==> config.mk <==
export PLATFORM = sky130hd
export DESIGN_NAME = record_page_buffer_directory
export DESIGN_NICKNAME = d
export VERILOG_FILES = /design/src/rtl/core/rpbd_pkg.sv /design/src/rtl/core/rpbd_divider.sv /design/src/rtl/core/record_page_buffer_directory.sv
export SDC_FILE = /design/constraint.sdc
export NUM_CORES = 1
export LEC_CHECK = 0
export ABC_AREA = 1
export BUFFER_PORTS_ARGS = -buffer_cell sky130_fd_sc_hd__buf_2
export CAP_MARGIN = 0
export CORE_ASPECT_RATIO = 1.5
export CORE_MARGIN = 3
export CORE_UTILIZATION = 45
export CTS_CLUSTER_DIAMETER = 200
export DETAILED_ROUTE_END_ITERATION = 6
export PLACE_DENSITY = 0.62
export SLEW_MARGIN = 20
export SYNTH_ARGS = -nofsm -noshare
export SYNTH_HDL_FRONTEND = slang
export SYNTH_SLANG_ARGS = --single-unit
export TNS_END_PERCENT = 20
==> constraint.sdc <==
create_clock -name clk -period 3.95 [get_ports clk]
set_input_delay 0.79 -clock clk [delete_from_list [all_inputs] [get_ports clk]]
set_output_delay 0.79 -clock clk [all_outputs]
set_load 0.005 [all_outputs]
==> src/rtl/core/rpbd_pkg.sv <==
// Shared types, constants and codes for the record page buffer directory.
// Used by the shared divider and by the top level; depends on nothing.
package rpbd_pkg;

  // Buffer geometry.
  localparam int WAYS   = 3;
  localparam int SLOT_W = (WAYS > 1) ? $clog2(WAYS) : 1;

  // Field widths of the streams and registers.
  localparam int CMD_W   = 3;
  localparam int RID_W   = 16;
  localparam int KIND_W  = 2;
  localparam int PAGE_W  = 16;
  localparam int POS_W   = 2;
  localparam int OFF_W   = 7;
  localparam int RSZ_W   = 7;
  localparam int CNT_W   = 17;
  localparam int CFG_W   = 17;
  localparam int CIDX_W  = 2;
  localparam int IN_W    = 24;
  localparam int OUT_W   = 32;

  // Divider geometry: record id over records per page.
  localparam int DIV_STEPS = RID_W;
  localparam int DCNT_W    = $clog2(DIV_STEPS + 1);

  // Command codes.
  localparam logic [CMD_W-1:0] CMD_OPEN   = 3'd0;
  localparam logic [CMD_W-1:0] CMD_INSERT = 3'd1;
  localparam logic [CMD_W-1:0] CMD_READ   = 3'd2;
  localparam logic [CMD_W-1:0] CMD_DELETE = 3'd3;
  localparam logic [CMD_W-1:0] CMD_UPDATE = 3'd4;
  localparam logic [CMD_W-1:0] CMD_COMMIT = 3'd5;

  // Result kinds.
  localparam logic [KIND_W-1:0] KIND_WRITEBACK = 2'd0;
  localparam logic [KIND_W-1:0] KIND_FETCH     = 2'd1;
  localparam logic [KIND_W-1:0] KIND_DONE      = 2'd2;
  localparam logic [KIND_W-1:0] KIND_REJECT    = 2'd3;

  // Configuration register indexes.
  localparam logic [CIDX_W-1:0] REG_RECORD_SIZE  = 2'd0;
  localparam logic [CIDX_W-1:0] REG_RECS_PER_PG  = 2'd1;
  localparam logic [CIDX_W-1:0] REG_START_RECS   = 2'd2;
  localparam logic [CIDX_W-1:0] REG_START_PAGES  = 2'd3;

  // Reset values of the configuration registers.
  localparam logic [RSZ_W-1:0] RSIZE_RST = 7'd80;
  localparam logic [RSZ_W-1:0] RPP_RST   = 7'd1;

  // Request to the shared divider.
  typedef struct packed {
    logic             start;
    logic [RID_W-1:0] dividend;
    logic [RSZ_W-1:0] divisor;
  } div_req_t;

  // Answer of the shared divider.
  typedef struct packed {
    logic              done;
    logic [RID_W-1:0]  quotient;
    logic [RSZ_W-1:0]  remainder;
  } div_rsp_t;

  // Pack one result word, first field in the lowest bits.
  function automatic logic [OUT_W-1:0] pack_result(
    input logic [KIND_W-1:0] kind,
    input logic [PAGE_W-1:0] page,
    input logic [POS_W-1:0]  pos,
    input logic [OFF_W-1:0]  off,
    input logic              res
  );
    logic [OUT_W-1:0] w;
    w = '0;
    w[KIND_W-1:0] = kind;
    w[KIND_W +: PAGE_W] = page;
    w[KIND_W+PAGE_W +: POS_W] = pos;
    w[KIND_W+PAGE_W+POS_W +: OFF_W] = off;
    w[KIND_W+PAGE_W+POS_W+OFF_W] = res;
    return w;
  endfunction

endpackage

==> src/rtl/core/rpbd_divider.sv <==
// Shared restoring divider, one quotient bit per cycle.
// Depends on rpbd_pkg for widths and the request and answer structs.
module rpbd_divider
  import rpbd_pkg::*;
(
  input  logic     clk,
  input  logic     rst_n,
  input  div_req_t req,
  output div_rsp_t rsp
);

  logic [RID_W-1:0]  quo_r;
  logic [RSZ_W-1:0]  rem_r;
  logic [RSZ_W-1:0]  dvsr_r;
  logic [DCNT_W-1:0] cnt_r;
  logic              done_r;
  logic [RSZ_W:0]    shifted;
  logic              ge;
  logic [RSZ_W:0]    diff;

  // One trial subtraction of the partial remainder.
  always_comb begin
    shifted = {rem_r, quo_r[RID_W-1]};
    ge      = (shifted >= {1'b0, dvsr_r});
    diff    = shifted - {1'b0, dvsr_r};
  end

  // Step counter and the shifting quotient and remainder.
  always_ff @(posedge clk) begin
    if (!rst_n) begin
      cnt_r  <= '0;
      done_r <= 1'b0;
    end else begin
      done_r <= 1'b0;
      if (req.start) begin
        quo_r  <= req.dividend;
        rem_r  <= '0;
        dvsr_r <= req.divisor;
        cnt_r  <= DCNT_W'(DIV_STEPS);
      end else if (cnt_r != '0) begin
        quo_r <= {quo_r[RID_W-2:0], ge};
        rem_r <= ge ? diff[RSZ_W-1:0] : shifted[RSZ_W-1:0];
        cnt_r <= cnt_r - 1'b1;
        if (cnt_r == DCNT_W'(1)) begin
          done_r <= 1'b1;
        end
      end
    end
  end

  assign rsp.done      = done_r;
  assign rsp.quotient  = quo_r;
  assign rsp.remainder = rem_r;

endmodule

==> src/rtl/core/record_page_buffer_directory.sv <==
// Directory of a small FIFO page buffer for fixed-size records.
// Depends on rpbd_pkg and instantiates the shared divider rpbd_divider.
//
// Usage: the input stream carries one command word per transfer (open, insert,
// read, delete, update, commit with a record id). The output stream returns
// one to four result words per command: write-backs, fetches, then a done or
// a rejection word, the final one flagged by out_tlast. The user must write the
// registers on the cfg port (record size, records per page, start counts) only
// while idle; the block itself does not enforce this.
//
// Timing: in_tready is high only while no command is in progress. Read, delete,
// update and insert run the record id through a shared one-bit-per-cycle
// divider; an access then passes quotient pickup and lookup, an eviction and a
// fetch where needed, and the done word.
//
// Reset clears the slots, the counts and the output word and loads the
// register defaults (record size 80, one record per page). A stalled output
// holds its word; the sequencer waits before each further word, so nothing
// is lost, and the next command may be taken while the last word waits.
module record_page_buffer_directory
  import rpbd_pkg::*;
(
  input  logic              clk,
  input  logic              rst_n,
  // Input words: cmd, record_id.
  input  logic              in_tvalid,
  output logic              in_tready,
  input  logic [IN_W-1:0]   in_tdata,
  // Result words: kind, page_id, position, byte_offset, resident.
  output logic              out_tvalid,
  input  logic              out_tready,
  output logic [OUT_W-1:0]  out_tdata,
  output logic              out_tlast,
  // Configuration writes.
  input  logic              cfg_we,
  input  logic [CIDX_W-1:0] cfg_idx,
  input  logic [CFG_W-1:0]  cfg_data
);

  typedef enum logic [2:0] {
    S_IDLE, S_DIV, S_LOOK, S_EVICT, S_FETCH, S_DONE, S_SCAN, S_END
  } state_t;

  state_t             state_r;
  logic [RSZ_W-1:0]   rsize_r;
  logic [RSZ_W-1:0]   rpp_r;
  logic [CNT_W-1:0]   start_rec_r;
  logic [CNT_W-1:0]   start_pg_r;
  logic [PAGE_W-1:0]  slot_page_r [WAYS];
  logic [WAYS-1:0]    slot_valid_r;
  logic [CNT_W-1:0]   rec_cnt_r;
  logic [CNT_W-1:0]   pg_cnt_r;
  logic [PAGE_W-1:0]  page_r;
  logic [RSZ_W-1:0]   rem_r;
  logic [OFF_W-1:0]   off_r;
  logic               is_ins_r;
  logic               fetch_r;
  logic [SLOT_W-1:0]  place_r;
  logic [SLOT_W-1:0]  idx_r;
  logic [KIND_W-1:0]  scan_kind_r;
  logic [KIND_W-1:0]  end_kind_r;
  logic               out_tvalid_r;
  logic [OUT_W-1:0]   out_tdata_r;
  logic               out_tlast_r;

  logic [CMD_W-1:0]   in_cmd;
  logic [RID_W-1:0]   in_rid;
  logic               accept;
  logic               can_emit;
  logic               emit_en;
  logic [OUT_W-1:0]   emit_word;
  logic               emit_last;
  logic               hit;
  logic [SLOT_W-1:0]  hit_idx;
  logic               free;
  logic [SLOT_W-1:0]  free_idx;
  logic [2*RSZ_W-1:0] off_prod;
  logic               rd_cmd;
  logic               rd_bad;
  logic               ins_ok;
  div_req_t           div_req;
  div_rsp_t           div_rsp;

  assign in_cmd    = in_tdata[CMD_W-1:0];
  assign in_rid    = in_tdata[CMD_W +: RID_W];
  assign in_tready = (state_r == S_IDLE);
  assign accept    = in_tvalid && in_tready;
  assign can_emit  = !out_tvalid_r || out_tready;

  // Command classes seen at acceptance.
  assign rd_cmd = (in_cmd == CMD_READ) || (in_cmd == CMD_DELETE) || (in_cmd == CMD_UPDATE);
  assign rd_bad = ({1'b0, in_rid} >= rec_cnt_r);
  assign ins_ok = !rec_cnt_r[CNT_W-1];

  // Start the divider on an access that passes its range check.
  always_comb begin
    div_req.start    = accept && ((rd_cmd && !rd_bad) || (in_cmd == CMD_INSERT && ins_ok));
    div_req.dividend = (in_cmd == CMD_INSERT) ? rec_cnt_r[RID_W-1:0] : in_rid;
    div_req.divisor  = (rpp_r == '0) ? RSZ_W'(1) : rpp_r;
  end

  rpbd_divider u_div (
    .clk   (clk),
    .rst_n (rst_n),
    .req   (div_req),
    .rsp   (div_rsp)
  );

  // Highest slot holding the page, and highest free slot.
  always_comb begin
    hit      = 1'b0;
    hit_idx  = '0;
    free     = 1'b0;
    free_idx = '0;
    for (int i = 0; i < WAYS; i++) begin
      if (slot_valid_r[i] && slot_page_r[i] == page_r) begin
        hit     = 1'b1;
        hit_idx = SLOT_W'(i);
      end
      if (!slot_valid_r[i]) begin
        free     = 1'b1;
        free_idx = SLOT_W'(i);
      end
    end
  end

  // Record offset inside the page, low bits only.
  assign off_prod = rem_r * rsize_r;

  // Result word offered by the current state.
  always_comb begin
    emit_en   = 1'b0;
    emit_word = '0;
    emit_last = 1'b0;
    unique case (state_r)
      S_EVICT: begin
        emit_en   = 1'b1;
        emit_word = pack_result(KIND_WRITEBACK, slot_page_r[0], '0, '0, 1'b0);
      end
      S_FETCH: begin
        emit_en   = 1'b1;
        emit_word = pack_result(KIND_FETCH, page_r, POS_W'(place_r), '0, 1'b1);
      end
      S_DONE: begin
        emit_en   = 1'b1;
        emit_last = 1'b1;
        emit_word = hit ? pack_result(KIND_DONE, page_r, POS_W'(hit_idx), off_r, 1'b1)
                        : pack_result(KIND_DONE, page_r, '0, off_r, 1'b0);
      end
      S_SCAN: begin
        emit_en   = slot_valid_r[idx_r];
        emit_word = pack_result(scan_kind_r, slot_page_r[idx_r], POS_W'(idx_r), '0, 1'b1);
      end
      S_END: begin
        emit_en   = 1'b1;
        emit_last = 1'b1;
        emit_word = pack_result(end_kind_r, '0, '0, '0, 1'b0);
      end
      default: begin
        emit_en = 1'b0;
      end
    endcase
  end

  // Configuration registers.
  always_ff @(posedge clk) begin
    if (!rst_n) begin
      rsize_r     <= RSIZE_RST;
      rpp_r       <= RPP_RST;
      start_rec_r <= '0;
      start_pg_r  <= '0;
    end else if (cfg_we) begin
      unique case (cfg_idx)
        REG_RECORD_SIZE: rsize_r     <= cfg_data[RSZ_W-1:0];
        REG_RECS_PER_PG: rpp_r       <= cfg_data[RSZ_W-1:0];
        REG_START_RECS:  start_rec_r <= cfg_data[CNT_W-1:0];
        REG_START_PAGES: start_pg_r  <= cfg_data[CNT_W-1:0];
      endcase
    end
  end

  // Sequencer, directory state and the output word register.
  always_ff @(posedge clk) begin
    if (!rst_n) begin
      state_r      <= S_IDLE;
      slot_valid_r <= '0;
      rec_cnt_r    <= '0;
      pg_cnt_r     <= '0;
      out_tvalid_r <= 1'b0;
      out_tdata_r  <= '0;
      out_tlast_r  <= 1'b0;
      idx_r        <= '0;
      for (int i = 0; i < WAYS; i++) begin
        slot_page_r[i] <= '0;
      end
    end else begin
      // Output register: load a new word or drain the taken one.
      if (emit_en && can_emit) begin
        out_tvalid_r <= 1'b1;
        out_tdata_r  <= emit_word;
        out_tlast_r  <= emit_last;
      end else if (out_tready) begin
        out_tvalid_r <= 1'b0;
      end

      unique case (state_r)
        S_IDLE: begin
          if (accept) begin
            idx_r <= '0;
            priority if (in_cmd == CMD_OPEN) begin
              rec_cnt_r <= start_rec_r;
              pg_cnt_r  <= start_pg_r;
              for (int i = 0; i < WAYS; i++) begin
                slot_valid_r[i] <= (start_pg_r > CNT_W'(i));
                slot_page_r[i]  <= (start_pg_r > CNT_W'(i)) ? PAGE_W'(i) : '0;
              end
              scan_kind_r <= KIND_FETCH;
              end_kind_r  <= KIND_DONE;
              state_r     <= S_SCAN;
            end else if (in_cmd == CMD_COMMIT) begin
              scan_kind_r <= KIND_WRITEBACK;
              end_kind_r  <= KIND_DONE;
              state_r     <= S_SCAN;
            end else if (in_cmd == CMD_INSERT && ins_ok) begin
              rec_cnt_r <= rec_cnt_r + 1'b1;
              is_ins_r  <= 1'b1;
              state_r   <= S_DIV;
            end else if (rd_cmd && !rd_bad) begin
              is_ins_r <= 1'b0;
              state_r  <= S_DIV;
            end else begin
              end_kind_r <= KIND_REJECT;
              state_r    <= S_END;
            end
          end
        end
        S_DIV: begin
          if (div_rsp.done) begin
            page_r  <= div_rsp.quotient;
            rem_r   <= div_rsp.remainder;
            state_r <= S_LOOK;
          end
        end
        S_LOOK: begin
          off_r <= off_prod[OFF_W-1:0];
          priority if (is_ins_r && ({1'b0, page_r} >= pg_cnt_r)) begin
            // A new page: placed without a fetch.
            fetch_r <= 1'b0;
            if (pg_cnt_r != {CNT_W{1'b1}}) begin
              pg_cnt_r <= pg_cnt_r + 1'b1;
            end
            if (free) begin
              slot_page_r[free_idx]  <= page_r;
              slot_valid_r[free_idx] <= 1'b1;
              state_r                <= S_DONE;
            end else begin
              state_r <= S_EVICT;
            end
          end else if (!hit && ({1'b0, page_r} < pg_cnt_r)) begin
            fetch_r <= 1'b1;
            if (free) begin
              slot_page_r[free_idx]  <= page_r;
              slot_valid_r[free_idx] <= 1'b1;
              place_r                <= free_idx;
              state_r                <= S_FETCH;
            end else begin
              state_r <= S_EVICT;
            end
          end else begin
            state_r <= S_DONE;
          end
        end
        S_EVICT: begin
          // The page in slot 0 leaves, the rest move down, the new page goes on top.
          if (can_emit) begin
            for (int i = 0; i < WAYS - 1; i++) begin
              slot_page_r[i]  <= slot_page_r[i+1];
              slot_valid_r[i] <= slot_valid_r[i+1];
            end
            slot_page_r[WAYS-1]  <= page_r;
            slot_valid_r[WAYS-1] <= 1'b1;
            place_r              <= SLOT_W'(WAYS - 1);
            state_r              <= fetch_r ? S_FETCH : S_DONE;
          end
        end
        S_FETCH: begin
          if (can_emit) begin
            state_r <= S_DONE;
          end
        end
        S_DONE: begin
          if (can_emit) begin
            state_r <= S_IDLE;
          end
        end
        S_SCAN: begin
          if (can_emit || !slot_valid_r[idx_r]) begin
            if (idx_r == SLOT_W'(WAYS - 1)) begin
              state_r <= S_END;
            end else begin
              idx_r <= idx_r + 1'b1;
            end
          end
        end
        S_END: begin
          if (can_emit) begin
            state_r <= S_IDLE;
          end
        end
      endcase
    end
  end

  assign out_tvalid = out_tvalid_r;
  assign out_tdata  = out_tdata_r;
  assign out_tlast  = out_tlast_r;

endmodule

==> impl_metrics.env, run 1 <==
export IMPL_fin_skew_ps=12.89
export IMPL_port_buffers=73
export IMPL_antenna_found_initial=1
export IMPL_yosys_warnings=0
export IMPL_dp_cells=2277
export IMPL_crit_path_end_kind="flop"
export IMPL_slew_viol_final=0
export IMPL_yosysSeqAreaShare_pct=44.85
export IMPL_rsz0062_at_grt="no"
export IMPL_first_pass_iters=5
export IMPL_setup_tns_ps=0
export IMPL_maxCapViolations=0
export IMPL_tightest_slew_ps=948.2
export IMPL_routedWlPerCell_um=16.81
export IMPL_synth_area_per_cell_um2=7.875
export IMPL_grt_pass1_vias=12042
export IMPL_clk_latency_ps=550
export IMPL_cts_sinks=258
export IMPL_gr_total_overflow=0
export IMPL_period_share_pct=94.87
export IMPL_critPathLaunchType="flop"
export IMPL_cp_num_buf_inv=4
export IMPL_path_max_fanout=3
export IMPL_die_area_um2=34270
export IMPL_drt_total_wl_um=39160
export IMPL_slew_headroom_pct=36.70
export IMPL_synth_area_leaders="edfxtp_1 27%, dfxtp_1 18%, nand2_1 11%"
export IMPL_drcViolationCount=0
export IMPL_htree_levels=1
export IMPL_vias=12313
export IMPL_grt_max_degree=72
export IMPL_dpl_hpwl_um=28380
export IMPL_vias_per_cell=5.285
export IMPL_crit_type="flop to flop"
export IMPL_dieHeight_um=225.2
export IMPL_fmax_ghz=0.2669
export IMPL_nets=2018
export IMPL_rows=79
export IMPL_fin_area_um2=16160
export IMPL_synth_cell_types=58
export IMPL_root_buffer="clkbuf_16"
export IMPL_cpPeakStageDelay_ps=590
export IMPL_area_growth_pct=12.09
export IMPL_synth_top_area_share_pct=27.07
export IMPL_drtIter0Drc=771
export IMPL_core_area_um2=31330
export IMPL_synthCells=1831
export IMPL_power_leakage_nw=6.934
export IMPL_setup_violations=0
export IMPL_clk_pin_slew_ps=70
export IMPL_worstPathCellList="nand2_1 -> inv_1 -> fa_1 -> ha_4 -> fa_1 -> inv_1 -> fa_1 -> inv_1 -> ha_4 -> a21oi_1 -> nand2_1 -> xnor2_2 -> xor2_1 -> xor2_1 -> inv_1"
export IMPL_critPathArrivalTime_ps=4050
export IMPL_grt_first_pass_wirelength_um=62480
export IMPL_synth_area_um2=14420
export IMPL_crit_family="adder cells"
export IMPL_postPlaceCellArea_um2=15180
export IMPL_cts_buffer_depth=3
export IMPL_crit_top_cell="inv_1"
export IMPL_synth_seq_cells=258
export IMPL_gr_usage_all_layers_pct=22.38
export IMPL_cts_buffers=27
export IMPL_synth_top_area_cell="edfxtp_1"
export IMPL_synth_edff_count=130
export IMPL_critPathRequiredTime_ps=4250
export IMPL_initial_core_util_pct=46.02
export IMPL_pin_count=83
export IMPL_synth_top_flop_cell="edfxtp_1"
export IMPL_finalHoldViolCount=0
export IMPL_powerDensity_nw_per_um2=548.1
export IMPL_final_cells=2330
export IMPL_postSynth_asyncResetShare_pct=0
export IMPL_die_x_um=152.2
export IMPL_ir_drop_uv=333.9
export IMPL_outcome="finished clean"
export IMPL_gp_congestion=0.8802
export IMPL_cts_tree="yes"
export IMPL_slowest_stage="fa_1"
export IMPL_drive_gt1_share_pct=10.76
export IMPL_fin_crit_ps=3747
export IMPL_ant_nets=0
export IMPL_hp_class="flop to flop"
[cell families after synthesis]
kind of cell | count (synthesis) | synth area share (%)
DFF | 258 | 44.85
other | 1 | 0.02601
xor gates and xnor gates | 46 | 2.794
adders and majority gates | 67 | 6.230
AOI/OAI and AO/OA | 414 | 15.66
buffers and inverters | 306 | 8.660
and+or+nand+nor | 739 | 21.78
[layout by cell type (no fill, tap or decap), types with 27 or more instances in the layout]
cell type	count
buf_2	73
ha_1	57
nor2_1	162
edfxtp_1	130
o21ai_0	181
buf_4	28
nand3_1	70
dfxtp_1	128
a21oi_1	163
clkbuf_16	27
nand2_1	434
inv_1	212
[what timing repair did]
item                                   CTS  global route
resized for setup                        0             3
setup buffers                            0             2
hold buffers                             0             0
endpoints found under the hold margin    0             0
setup endpoints to repair                0             1
[layout make-up]
| cell class | count | area [um^2] |
|---|---|---|
| inverter | 229 | 868.3 |
| clock buffer | 28 | 679.4 |
| timing repair buffer | 101 | 575.6 |
| fill | 3022 | 15170 |
| sequential | 258 | 6466 |
| clock inverter | 22 | 250.2 |
| multi-input combinational | 1286 | 6813 |
| tap | 405 | 506.7 |
| antenna | 1 | 2.502 |
[final timing paths]
kind                                      start  slack [ps]  depth (start not counted)    endpoint
worst min-delay path            u_div.quo_r[13]         450                          0  page_r[13]
worst max-delay path                   rem_r[2]         200                         15    off_r[6]
worst max register to register         rem_r[2]         200                         15    off_r[6]
worst min register to register  u_div.quo_r[13]         450                          0  page_r[13]
[registers in the layout, indices dropped and copies added, names as in the netlist, 16 cells and up, named ones only]
signal	flops
page_r	16
start_rec_r	17
slot_page_r	64
pg_cnt_r	17
u_div.quo_r	16
start_pg_r	17
out_tdata	28
rec_cnt_r	17
[worst register-to-register path, stage by stage, from the launching register on]
cell and delay (ps):
edfxtp_1 380, nand2_1 80, inv_1 60, fa_1 590, ha_4 220, fa_1 520
inv_1 50, fa_1 520, inv_1 60, ha_4 250, a21oi_1 120, nand2_1 100
xnor2_2 150, xor2_1 190, xor2_1 160, inv_1 50
[routing by layer]
metal	vias to the layer above	wire length [um]	global-route usage, %
met2	301	20700	42.83
li1	6201	-	-
met5	-	0	0
met1	5722	15480	25.63
met4	0	1282	8.154
met3	89	1700	2.440
[synth_stat cells, types with 3 or more instances]
master,instances
dfxtp_1,128
o22ai_1,4
ha_1,59
nand4_1,20
inv_1,212
nor2_1,164
nand3_1,70
buf_6,4
o21ai_2,10
o21ai_0,181
inv_2,13
o221ai_1,10
a221oi_1,5
nor2_2,3
clkbuf_1,48
o211ai_1,6
nand2_1,434
a31oi_1,3
xnor2_1,20
buf_2,13
nor2_4,3
o21ai_1,18
nand2_4,4
nor3_1,16
nor4_1,5
edfxtp_1,130
nand3b_1,3
inv_4,3
fa_1,8
xor2_1,26
a21oi_1,163
or2_2,3
buf_4,9
[metrics by stage]
step                      worst slack (ps)  util (%)  total power [mW]  hold slack (ps)
after floorplan                      223.6         -             5.479            420.6
after global placement               158.7     48.45             6.161            437.4
after detailed placement             60.42     48.45             6.218            432.5
after CTS                            58.45     51.42             8.915            450.4
after global routing                 37.86     51.57             9.390            469.0
final                                202.8     51.58             8.858            451.4
[power by group]
part           internal [mW]  switching (mW)
clock network           1.54            1.14
registers               3.31           0.322
logic                  0.825            1.72
Note: power is estimated with default switching activity, not from simulation.
==> run 2: changes to the inputs <==
CORE_UTILIZATION = 55   (was 45)
PLACE_DENSITY = 0.74   (was 0.62)
==> run 2 against run 1 <==
Non-clock buffer count fell by 9. First-iteration DRC count rose by 18%. Utilization rose by 10 points. Register-to-register slack got worse by 50 ps. Power fell by 2.3%. Clock skew rose by 5.3 ps. Critical path type unchanged. Critical path depth did not move. Largest cell class unchanged. Fmax fell by 1.3%.
==> impl_metrics.env, run 2 (same netlist as run 1, synthesis figures left out) <==
export IMPL_slowest_stage="fa_1"
export IMPL_fin_skew_ps=18.15
export IMPL_setup_violations=0
export IMPL_dpl_hpwl_um=27130
export IMPL_die_area_um2=28230
export IMPL_cts_tree="yes"
export IMPL_gp_congestion=0.9435
export IMPL_whs_ps=447.1
export IMPL_grt_first_pass_wirelength_um=59620
export IMPL_drt_total_wl_um=36980
export IMPL_slew_headroom_pct=38.34
export IMPL_die_x_um=138.2
export IMPL_hp_class="flop to flop"
export IMPL_root_buffer="clkbuf_16"
export IMPL_postPlaceCellArea_um2=15030
export IMPL_antenna_found_initial=0
export IMPL_seq_area_um2=6467
export IMPL_top_register="slot_page_r"
export IMPL_mostFrequentLayoutCells="434 x nand2_1, 212 x inv_1, 181 x o21ai_0"
export IMPL_cts_buffer_depth=3
export IMPL_crit_path_end_kind="flop"
export IMPL_nets=2008
export IMPL_slew_viol_final=0
export IMPL_largest_reg_flops=64
export IMPL_area_growth_pct=10.50
export IMPL_final_util_pct=61.84
export IMPL_powerDensity_nw_per_um2=543.0
export IMPL_power_leakage_nw=6.867
export IMPL_tightest_slew_ps=922.6
export IMPL_outcome="finished clean"
export IMPL_critPathLaunchType="flop"
export IMPL_vias=12341
export IMPL_critPathRequiredTime_ps=4240
export IMPL_final_cells=2246
export IMPL_grt_pass1_vias=12119
export IMPL_fillCellCount=2311
export IMPL_htree_levels=1
export IMPL_cpPeakStageDelay_ps=550
export IMPL_crit_type="flop to flop"
export IMPL_path_max_fanout=3
export IMPL_fin_crit_ps=3798
export IMPL_period_share_pct=96.15
export IMPL_setup_tns_ps=0
export IMPL_crit_top_cell="inv_1"
export IMPL_vias_per_cell=5.495
export IMPL_critPathArrivalTime_ps=4080
export IMPL_gr_usage_all_layers_pct=25.57
export IMPL_fmax_ghz=0.2633
export IMPL_drcViolationCount=0
export IMPL_maxCapViolations=0
export IMPL_final_common_cell="nand2_1"
export IMPL_clk_pin_slew_ps=60
export IMPL_grt_max_degree=72
export IMPL_ant_nets=0
export IMPL_drtIter0Drc=912
export IMPL_finalHoldViolCount=0
export IMPL_pin_count=83
export IMPL_dieHeight_um=204.3
export IMPL_gr_total_overflow=0
export IMPL_fin_area_um2=15930
export IMPL_clk_latency_ps=530
export IMPL_antenna_cells_inserted=0
export IMPL_initial_core_util_pct=55.96
export IMPL_core_area_um2=25760
export IMPL_dp_cells=2197
export IMPL_routedWlPerCell_um=16.47
export IMPL_worstPathCellList="nand2_1 -> inv_1 -> fa_1 -> ha_1 -> fa_1 -> inv_1 -> fa_1 -> inv_1 -> ha_4 -> a21oi_1 -> nand2_1 -> xnor2_2 -> xor2_1 -> xor2_1 -> inv_1"
export IMPL_cts_buffers=26
export IMPL_multi_input_area_um2=6800
export IMPL_port_buffers=73
export IMPL_first_pass_iters=5
export IMPL_rows=72
export IMPL_drive_gt1_share_pct=10.09
export IMPL_ir_drop_uv=400.8
export IMPL_cts_sinks=258
-- run 2: changes by cell type in the layout (fill, tap and decap cells not counted), sizes merged --
cell      previous run  this run
buf                101        92
diode                1         0
bufinv               4         1
clkinv              11         8
clkinvlp             4         3
clkbuf              28        37
inv                232       228
-- run 2: power breakdown --
part,total [mW],leakage (nW),switching (mW),internal (mW)
Combinational,2.53,4.14,1.71,0.821
Clock,2.49,0.422,1.05,1.44
Sequential,3.63,2.30,0.324,3.31
Total,8.65,6.87,3.08,5.57
-- run 2: worst max-delay path: cells and delay by family (launching register included) --
family	cells	cell delay, ps
AND/OR/NAND/NOR	2	190
XOR/XNOR	3	500
AO/OA/AOI/OAI	1	120
flip-flops	1	420
buffers and inverters	4	230
adder cells (fa/ha/maj)	5	2090
-- run 2: final cells by class --
type	count	share of cell area (%)
Multi-Input combinational cell	1286	42.68
Sequential cell	258	40.59
Inverter	229	5.450
Clock buffer	37	4.861
Timing Repair Buffer	92	3.188
Tap cell	333	2.615
Clock inverter	11	0.6125
-- run 2: worst paths after layout --
| kind | slack [ps] | end | from | cells past startpoint |
|---|---|---|---|---|
| setup / recovery | 150 | off_r[6] | rem_r[3] | 15 |
| hold / removal | 450 | page_r[5] | u_div.quo_r[5] | 0 |
| setup reg to reg | 150 | off_r[6] | rem_r[3] | 15 |
| hold reg to reg | 450 | page_r[5] | u_div.quo_r[5] | 0 |
-- run 2: through the flow --
stage                     total power [mW]  setup WS [ps]
after floorplan                      5.479          223.6
after global placement               6.096          153.6
after detailed placement             6.185          102.2
after CTS                            8.679          94.37
after global routing                 9.156         -61.87
final                                8.651          152.0
-- run 2: repair_timing --
item | 4_1_cts | 5_1_grt
hold buffers | 0 | 0
endpoints found under the setup margin | 0 | 1
setup buffers | 0 | 1
gates resized for setup | 0 | 3
-- run 2: layer usage --
| layer | track usage (%) | wire, um | vias up |
|---|---|---|---|
| li1 | - | - | 6169 |
| met5 | 0 | 0 | - |
| met2 | 49.37 | 19710 | 385 |
| met1 | 28.73 | 14340 | 5704 |
| met3 | 2.879 | 1777 | 83 |
| met4 | 9.428 | 1158 | 0 |
==> run 3: changes to the inputs <==
PLACE_DENSITY = 0.71   (was 0.74)
clock period = 4.1 ns   (was 3.95 ns; I/O delays follow)
==> run 3 against run 2 <==
Non-clock buffer count unchanged. Flip-flop and latch count unchanged. Critical path type unchanged. Clock power increased by 2%. Routed wire length increased by 0.45%. Power decreased by 2.0%. Combinational power decreased by 4%. Largest power group unchanged. First-iteration DRC count decreased by 12%. Final cell count about the same. Worst hold slack improved by 5.3 ps. Setup slack improved by 140 ps. Die area unchanged. Via count increased by 0.53%.
==> impl_metrics.env, run 3 (same netlist as run 1, synthesis figures left out) <==
export IMPL_outcome="finished clean"
export IMPL_gr_usage_all_layers_pct=25.81
export IMPL_top_register="slot_page_r"
export IMPL_p_int_mw=5.500
export IMPL_globalRoute_busiestLayer="met2"
export IMPL_grtUsageMet1_pct=29.06
export IMPL_crit_path_end_kind="flop"
export IMPL_die_x_um=138.2
export IMPL_fillCellCount=2362
export IMPL_pin_count=83
export IMPL_critPathArrivalTime_ps=4100
export IMPL_fmax_ghz=0.2623
export IMPL_dp_cells=2196
export IMPL_combPwrFrac_pct=28.7
export IMPL_gr_total_overflow=0
export IMPL_seqPwrFrac_pct=41.2
export IMPL_final_cells=2247
export IMPL_ant_nets=0
export IMPL_routedWlPerCell_um=16.53
export IMPL_p_clk_share_pct=30.1
export IMPL_maxCapViolations=0
export IMPL_path_max_fanout=7
export IMPL_drcViolationCount=0
export IMPL_vias_per_cell=5.522
export IMPL_power_leakage_nw=6.910
export IMPL_grt_pass1_vias=12118
export IMPL_dpl_hpwl_um=27090
export IMPL_dieHeight_um=204.3
export IMPL_p_total_mw=8.480
export IMPL_powerDensity_nw_per_um2=530.5
export IMPL_rsz0062_at_grt="no"
export IMPL_slowest_stage="fa_1"
export IMPL_tightest_slew_ps=926.3
export IMPL_port_buffers=73
export IMPL_cts_buffers=26
export IMPL_crit_type="flop to flop"
export IMPL_first_pass_iters=5
export IMPL_mostFrequentLayoutCells="434 x nand2_1, 212 x inv_1, 181 x o21ai_0"
export IMPL_root_buffer="clkbuf_16"
export IMPL_drtIter0Drc=806
export IMPL_initial_core_util_pct=55.96
export IMPL_cts_sinks=258
export IMPL_cts_buffer_depth=3
export IMPL_crit_top_cell="inv_1"
export IMPL_fin_skew_ps=13.52
export IMPL_power_switching_mw=2.980
export IMPL_clk_latency_ps=530
export IMPL_nets=2008
export IMPL_core_area_um2=25760
export IMPL_ir_drop_uv=395.2
export IMPL_drt_total_wl_um=37150
export IMPL_cts_tree="yes"
export IMPL_rr_worst_depth=15
export IMPL_clk_pin_slew_ps=60
export IMPL_met3_usage_pct=3.020
export IMPL_grt_first_pass_wirelength_um=59930
export IMPL_antenna_found_initial=1
export IMPL_globalRouteMet2Util_pct=48.38
export IMPL_cts_resized=0
export IMPL_gp_congestion=0.9203
export IMPL_period_share_pct=92.97
export IMPL_swShare_pct=35.14
export IMPL_largest_reg_flops=64
export IMPL_critPathRequiredTime_ps=4390
export IMPL_htree_levels=1
export IMPL_hold_buffers=0
export IMPL_hold_depth=0
export IMPL_setup_tns_ps=0
export IMPL_worstPathCellList="nand2_1 -> inv_1 -> fa_1 -> ha_1 -> fa_1 -> inv_1 -> fa_1 -> inv_1 -> ha_1 -> a21oi_1 -> nand2_1 -> xnor2_1 -> xor2_1 -> xor2_1 -> inv_1"
export IMPL_cpPeakStageDelay_ps=530
export IMPL_finalHoldViolCount=0
export IMPL_critPathLaunchType="flop"
export IMPL_setup_violations=0
export IMPL_vias=12407
export IMPL_final_common_cell="nand2_1"
export IMPL_rows=72
export IMPL_drive_gt1_share_pct=10.14
export IMPL_slew_viol_final=0
export IMPL_slew_headroom_pct=38.10
export IMPL_area_growth_pct=10.86
export IMPL_die_area_um2=28230
export IMPL_hp_class="flop to flop"
export IMPL_fin_crit_ps=3812
export IMPL_post_cts_setup_buffer_count=0
export IMPL_grt_max_degree=72
run 3: cell types whose count changed in the layout (fill, tap and decap cells not counted), moves of 2 or more:
| cell | change |
|---|---|
| clkbuf_8 | +4 |
| clkbuf_1 | -3 |
| clkbuf_16 | +2 |
| clkinvlp_4 | -2 |
run 3: power groups by stage:
stage	clock, mW	combinational [mW]	sequential [mW]
6_report	2.55	2.43	3.50
5_1_grt	2.68	2.75	3.54
4_1_cts	2.59	2.43	3.49
3_5_place_dp	0	2.42	3.54
3_3_place_gp	0	2.37	3.53
2_1_floorplan	0	1.85	3.43
run 3: worst max-delay path, delay by kind of cell, from the launching register on:
kind | cells | cell delay, ps
XOR/XNOR | 3 | 490
buffers and inverters | 4 | 220
AND/OR/NAND/NOR | 2 | 150
adder cells (fa/ha/maj) | 5 | 2110
AO/OA/AOI/OAI | 1 | 140
flip-flops | 1 | 460
run 3: worst paths after layout:
| kind | slack [ps] | to | start |
|---|---|---|---|
| worst max register to register | 290 | off_r[6] | rsize_r[1] |
| worst min-delay path | 450 | page_r[12] | u_div.quo_r[12] |
| worst max-delay path | 290 | off_r[6] | rsize_r[1] |
| worst min register to register | 450 | page_r[12] | u_div.quo_r[12] |
run 3: metal layers:
metal,share of wire [%],vias to the layer above
met1,39,5783
met5,0,-
li1,-,6166
met2,52,358
met4,4.5,0
met3,4.8,100
run 3: area by class of cell:
| type | instances | area [um^2] | share of cell area (%) |
|---|---|---|---|
| repair buffers | 92 | 508.0 | 3.178 |
| multi-input cells | 1286 | 6780 | 42.42 |
| well taps | 333 | 416.7 | 2.606 |
| flip-flops and latches | 258 | 6466 | 40.45 |
| clock buffers | 40 | 868.3 | 5.432 |
| diodes | 1 | 2.502 | 0.01565 |
| clock inverters | 8 | 75.07 | 0.4696 |
| inverters | 229 | 868.3 | 5.432 |
run 3: stage by stage:
step	setup slack, ps	hold slack (ps)	util, %	cell area (um^2)
after CTS	193.6	454.3	61.98	15970
after floorplan	373.6	420.6	-	14490
after global placement	242.0	435.2	58.31	15020
after global routing	14.71	471.2	62.03	15980
after detailed placement	189.8	436.6	58.31	15020
final	288.1	452.4	62.04	15990
